<file path="src/design/assert_macros.svh">
// assertion macros used by the top level rtl file
// no dependencies; checks drop out when SYNTHESIS is defined
`ifndef ASSERT_MACROS_SVH
`define ASSERT_MACROS_SVH
`ifndef SYNTHESIS
`define HMMP_ASSERT(lbl, ck, rstn, prop) \
  lbl: assert property (@(posedge ck) disable iff (!rstn) prop) else $error("check failed");
`define HMMP_NEVER(lbl, ck, rstn, expr) \
  lbl: assert property (@(posedge ck) disable iff (!rstn) !(expr)) else $error("never failed");
`else
`define HMMP_ASSERT(lbl, ck, rstn, prop)
`define HMMP_NEVER(lbl, ck, rstn, expr)
`endif
`endif

</file>
<file path="src/design/hmmp_pkg.sv">
// shared types, constants and geometry functions for the height pyramid block
// no dependencies
package hmmp_pkg;

  localparam int CHUNK_CELLS   = 16;
  localparam int REGION_CHUNKS = 8;
  localparam int REGION_LEVELS = 4;
  localparam int CHUNK_LEVELS  = 2;
  localparam int ALL_LEVELS    = REGION_LEVELS + CHUNK_LEVELS;
  localparam int GRID_SIDE     = REGION_CHUNKS * CHUNK_CELLS;
  localparam int WIN_SIDE      = GRID_SIDE + 3;

  // side of pyramid level l in cells
  function automatic int grid_side(int l);
    if (l < REGION_LEVELS) return (REGION_CHUNKS >> l) * CHUNK_CELLS;
    return CHUNK_CELLS >> (l - REGION_LEVELS + 1);
  endfunction

  // start of level l (l >= 1) in the pyramid store
  function automatic int pyr_offset(int l);
    int off;
    int s;
    off = 0;
    for (int k = 1; k < ALL_LEVELS; k++) begin
      s = grid_side(k);
      if (k < l) off += s * s;
    end
    return off;
  endfunction

  function automatic int nodes_side(int l);
    return REGION_CHUNKS >> l;
  endfunction

  function automatic int bnd_offset(int l);
    int off;
    int s;
    off = 0;
    for (int k = 0; k < REGION_LEVELS; k++) begin
      s = nodes_side(k);
      if (k < l) off += s * s;
    end
    return off;
  endfunction

  function automatic int aw_of(int d);
    return (d > 1) ? $clog2(d) : 1;
  endfunction

  function automatic int max2(int a, int b);
    return (a > b) ? a : b;
  endfunction

  localparam int WIN_DEPTH = WIN_SIDE * WIN_SIDE;
  localparam int PYR_DEPTH = max2(1, pyr_offset(ALL_LEVELS));
  localparam int BND_DEPTH = max2(1, bnd_offset(REGION_LEVELS));
  localparam int WIN_AW    = aw_of(WIN_DEPTH);
  localparam int PYR_AW    = aw_of(PYR_DEPTH);
  localparam int BND_AW    = aw_of(BND_DEPTH);
  localparam int ADDR_W    = max2(PYR_AW, BND_AW);
  localparam int CRD_W     = $clog2(WIN_SIDE + 1);
  localparam int SMP_W     = 8;

  localparam logic [1:0] REQ_LOAD   = 2'd0;
  localparam logic [1:0] REQ_BUILD  = 2'd1;
  localparam logic [1:0] REQ_HEIGHT = 2'd2;
  localparam logic [1:0] REQ_BOUNDS = 2'd3;

  localparam logic MODE_PYR = 1'b0;
  localparam logic MODE_BND = 1'b1;

  typedef struct packed {
    logic [1:0] req_type;
    logic [2:0] level;
    logic [7:0] pos_x;
    logic [7:0] pos_z;
    logic [7:0] sample;
  } hmmp_req_t;

  typedef struct packed {
    logic       status;
    logic [7:0] height_out;
    logic [7:0] min_out;
    logic [7:0] max_out;
  } hmmp_rsp_t;

  typedef struct packed {
    logic       init;
    logic       step;
    logic       mode;
    logic [2:0] lvl;
  } hmmp_cmd_t;

  typedef struct packed {
    logic last;
    logic empty;
  } hmmp_sts_t;

endpackage

</file>
<file path="src/design/hmmp_ctrl.sv">
// build sequencer: walks pyramid levels then bounds levels
// depends on hmmp_pkg
module hmmp_ctrl (
  input  logic                clk,
  input  logic                rst_n,
  input  logic                start,
  input  hmmp_pkg::hmmp_sts_t sts,
  output hmmp_pkg::hmmp_cmd_t cmd,
  output logic                busy
);
  import hmmp_pkg::*;

  localparam logic [1:0] S_IDLE  = 2'd0;
  localparam logic [1:0] S_SETUP = 2'd1;
  localparam logic [1:0] S_RUN   = 2'd2;
  localparam logic [1:0] S_FLUSH = 2'd3;

  logic [1:0] state_r, state_nxt;
  logic       mode_r, mode_nxt;
  logic [2:0] lvl_r, lvl_nxt;
  logic       adv_mode, adv_done;
  logic [2:0] adv_lvl;

  // next level in build order
  always_comb begin
    adv_mode = mode_r;
    adv_lvl  = lvl_r;
    adv_done = 1'b0;
    if (mode_r == MODE_PYR) begin
      if (int'(lvl_r) + 1 < ALL_LEVELS) begin
        adv_lvl = lvl_r + 3'd1;
      end else begin
        adv_mode = MODE_BND;
        adv_lvl  = 3'd0;
      end
    end else begin
      if (int'(lvl_r) + 1 < REGION_LEVELS) adv_lvl = lvl_r + 3'd1;
      else adv_done = 1'b1;
    end
  end

  always_comb begin
    state_nxt = state_r;
    mode_nxt  = mode_r;
    lvl_nxt   = lvl_r;
    unique case (state_r)
      S_IDLE: begin
        if (start) begin
          state_nxt = S_SETUP;
          if (ALL_LEVELS > 1) begin
            mode_nxt = MODE_PYR;
            lvl_nxt  = 3'd1;
          end else begin
            mode_nxt = MODE_BND;
            lvl_nxt  = 3'd0;
          end
        end
      end
      S_SETUP: begin
        if (sts.empty) begin
          mode_nxt  = adv_mode;
          lvl_nxt   = adv_lvl;
          state_nxt = adv_done ? S_FLUSH : S_SETUP;
        end else begin
          state_nxt = S_RUN;
        end
      end
      S_RUN: begin
        if (sts.last) begin
          mode_nxt  = adv_mode;
          lvl_nxt   = adv_lvl;
          state_nxt = adv_done ? S_FLUSH : S_SETUP;
        end
      end
      S_FLUSH: state_nxt = S_IDLE;
      default: state_nxt = S_IDLE;
    endcase
  end

  always_ff @(posedge clk) begin
    if (!rst_n) begin
      state_r <= S_IDLE;
      mode_r  <= MODE_PYR;
      lvl_r   <= 3'd0;
    end else begin
      state_r <= state_nxt;
      mode_r  <= mode_nxt;
      lvl_r   <= lvl_nxt;
    end
  end

  assign cmd.init = (state_r == S_SETUP);
  assign cmd.step = (state_r == S_RUN);
  assign cmd.mode = mode_r;
  assign cmd.lvl  = lvl_r;
  assign busy     = (state_r != S_IDLE);
endmodule

</file>
<file path="config.mk">
export PLATFORM = sky130hd
export DESIGN_NAME = hmmp_ctrl
export DESIGN_NICKNAME = d
export VERILOG_FILES = /design/src/design/assert_macros.svh /design/src/design/hmmp_pkg.sv /design/src/design/hmmp_ctrl.sv
export SDC_FILE = /design/constraint.sdc
export NUM_CORES = 1
export LEC_CHECK = 0
export BUFFER_PORTS_ARGS = -buffer_cell sky130_fd_sc_hd__buf_2
export CORE_AREA = 2 2 39 41
export DETAILED_ROUTE_END_ITERATION = 16
export DIE_AREA = 0 0 41 43
export HOLD_SLACK_MARGIN = 0.1
export PLACE_DENSITY = 0.71
export REMOVE_ABC_BUFFERS = 1
export SETUP_SLACK_MARGIN = 0.2
export SYNTH_ARGS = -nofsm -noshare
export SYNTH_HDL_FRONTEND = slang
export SYNTH_SLANG_ARGS = --single-unit
</file>
<file path="constraint.sdc">
create_clock -name clk -period 4.43 [get_ports clk]
set_input_delay 0 -clock clk [delete_from_list [all_inputs] [get_ports clk]]
set_output_delay 0 -clock clk [all_outputs]
set_load 0.01 [all_outputs]
</file>
==> flow_metrics.tcl <==
set metrics [dict create \
    run_status "finished, final reports clean" \
    drv_slew 0 \
    antenna_found_initial 0 \
    timing.hold.ws_ns 0.109 \
    via_per_inst 5.43 \
    die_y_um 43 \
    start_util_pct 36.9 \
    finalPower_w 0.000164 \
    cts_tree "done" \
    remaining_drc_errors 0 \
    yosysWarnings 0 \
    critPathArrivalTime_ns 1.90 \
    detail_route.wl_per_cell_um 12.3 \
    slew_headroom_pct 68.7 \
    synth_top_family_by_area "compound AO/OA/AOI/OAI gates" \
    post_cts_buffers 0 \
    worst_pin_slew_ns 0.470 \
    h-tree-depth 1 \
    clk_path_buf_depth 2 \
    io-pin-count 12 \
    dieArea_um2 1760 \
    drive_above_1_share_pct 24.3 \
    synth_common_cells "dfxtp_1, ha_1, inv_1, nor2_1, o21ai_0" \
    clock-skew-final_ns 0.00805 \
    die_w_um 41 \
    cts_made_buffers 3 \
    port_buffers 11 \
    crit_fanout 7 \
    gr-total-overflow 0 \
    drt_first_pass_iters 4 \
    hold_violations 0 \
    root_buffer "clkbuf_4" \
    synthArstFlopShare_pct 0 \
    clk_latency_ns 0.25 \
    grt_pass1_wl_mm 1.61 \
    power_density_nw_per_um2 273 \
    clkSinkCount 6 \
    yosysTopAreaCellShare_pct 23.5 \
    drtIter0Drc 19 \
    yosys.area_share.simple_pct 21.1 \
    synth_seq_cells 6 \
    synth-compound-area-share_pct 29.2 \
    ctsResizeCount 0 \
    area_delta_synth_final_pct 17.6 \
    netlist_instances 62 \
    final-setup-viol-count 0 \
    n_antenna_cell 0 \
    grt_max_degree 12 \
    crit_required_ns 4.59 \
    drtAntennaViolNets 0 \
    cts_hold_buf 1 \
    ys_top_cells_by_area "dfxtp_1, ha_1, a2111oi_4" \
    synthMuxAreaShare_pct 1.96 \
    synth_ff_type "dfxtp_1" \
    grt_usage_pct 14.5 \
    power_leakage_nw 0.279 \
    rows 14 \
    maxCapViolCount 0 \
    clk_pin_slew_ns 0.05 \
    rsz0062_at_grt "false" \
    place.detailed.hpwl_um 850 \
    hp-class "input pin to register" \
    post-synth-top-area-cell "dfxtp_1" \
    period_needed_ns 1.74 \
    yosys.area_share.adder_pct 14.7 \
    setup_tns_ns 0 \
    wirelength_mm 1.11 \
    cp-end-kind "register" \
    start_kind "register" \
    seq_area_frac_synth_pct 23.5 \
    timing.fmax_mhz 574 \
    fin_crit_sh_pct 39.3 \
    grt_pass1_vias 416 \
    synthXorXnorAreaFrac_pct 1.72 \
    ir_drop_mv 0.0950 \
    crit_type "register to register" \
    num_vias 489 \
    netlist_area_um2 510 \
    nNetsFinal 87 \
    synth_edf_count 0 \
    ys_types 28 \
    avgSynthCellArea_um2 8.23 \
    gp_congestion 0.772 \
    core_area_um2 1380 \
]
[final timing paths]
check / startpoint / to / cells after the start / slack (ns)
hold reg to reg: lvl_r[1] / lvl_r[1] / 2 / 0.53
setup / recovery: state_r[1] / mode_r / 6 / 2.69
setup reg to reg: state_r[1] / mode_r / 6 / 2.69
hold / removal: sts[0] / state_r[0] / 4 / 0.11
[critical path, cell delays in order, from the launching register on]
cell and delay (ns):
dfxtp_1 0.39, inv_1 0.11, ha_1 0.23, nor2b_1 0.18, a2111oi_4 0.38, a21oi_1 0.13
a211oi_1 0.24
[cell type report]
cell class	count	area (um2)
Clock buffer	3	22.5
Inverter	6	22.5
Tap cell	16	20.0
Multi-Input combinational cell	47	350
Timing Repair Buffer	12	65.1
Fill cell	140	783
Sequential cell	6	120
[routing by layer]
layer	share of wire (%)	GRT usage [%]
met5	0	0
met2	48	21.6
met4	1.4	10.0
met1	43	15.5
met3	8.1	6.28
[cell usage in the layout (no fill, tap or decap), types with 2 or more instances in the layout]
cell type and n:
a21oi_1 4, a31oi_1 2, and3_1 2, and4b_1 2, buf_2 11, clkbuf_4 3
dfxtp_1 6, ha_1 6, inv_1 5, nand2_1 4, nand3_1 2, nor2_1 5
o21ai_0 5, o41ai_1 2
[cells by family (layout without fill, tap and decap cells)]
logic type,Yosys count,count (layout)
muxes,1,1
adders and majority gates,6,6
xor gates and xnor gates,1,1
DFF,6,6
AOI/OAI and AO/OA,20,20
buffers and inverters,9,21
and+or+nand+nor,19,19
[where the power goes]
group	total [W]	switching, W	internal, W	leakage (nW)
Clock	0.0000515	0.0000208	0.0000307	0.0138
Sequential	0.0000621	0.00000453	0.0000576	0.0490
Combinational	0.0000503	0.0000286	0.0000217	0.216
Total	0.000164	0.0000539	0.000110	0.279
[through the flow]
step                      std cells  setup WS (ns)  cell area, um2  utilization [%]
final                            90           2.69             601             43.4
after global routing             90           2.52             601             43.4
after CTS                        90           2.68             601             43.4
after floorplan                  59           2.79             493                -
after global placement           86           2.74             568             41.0
after detailed placement         86           2.68             568             41.0
[state kept, by name (all words and copies together) (netlist names)]
signal and cells:
mode_r 1, lvl_r 3, state_r 2
Power figures use the tool's default switching activity.
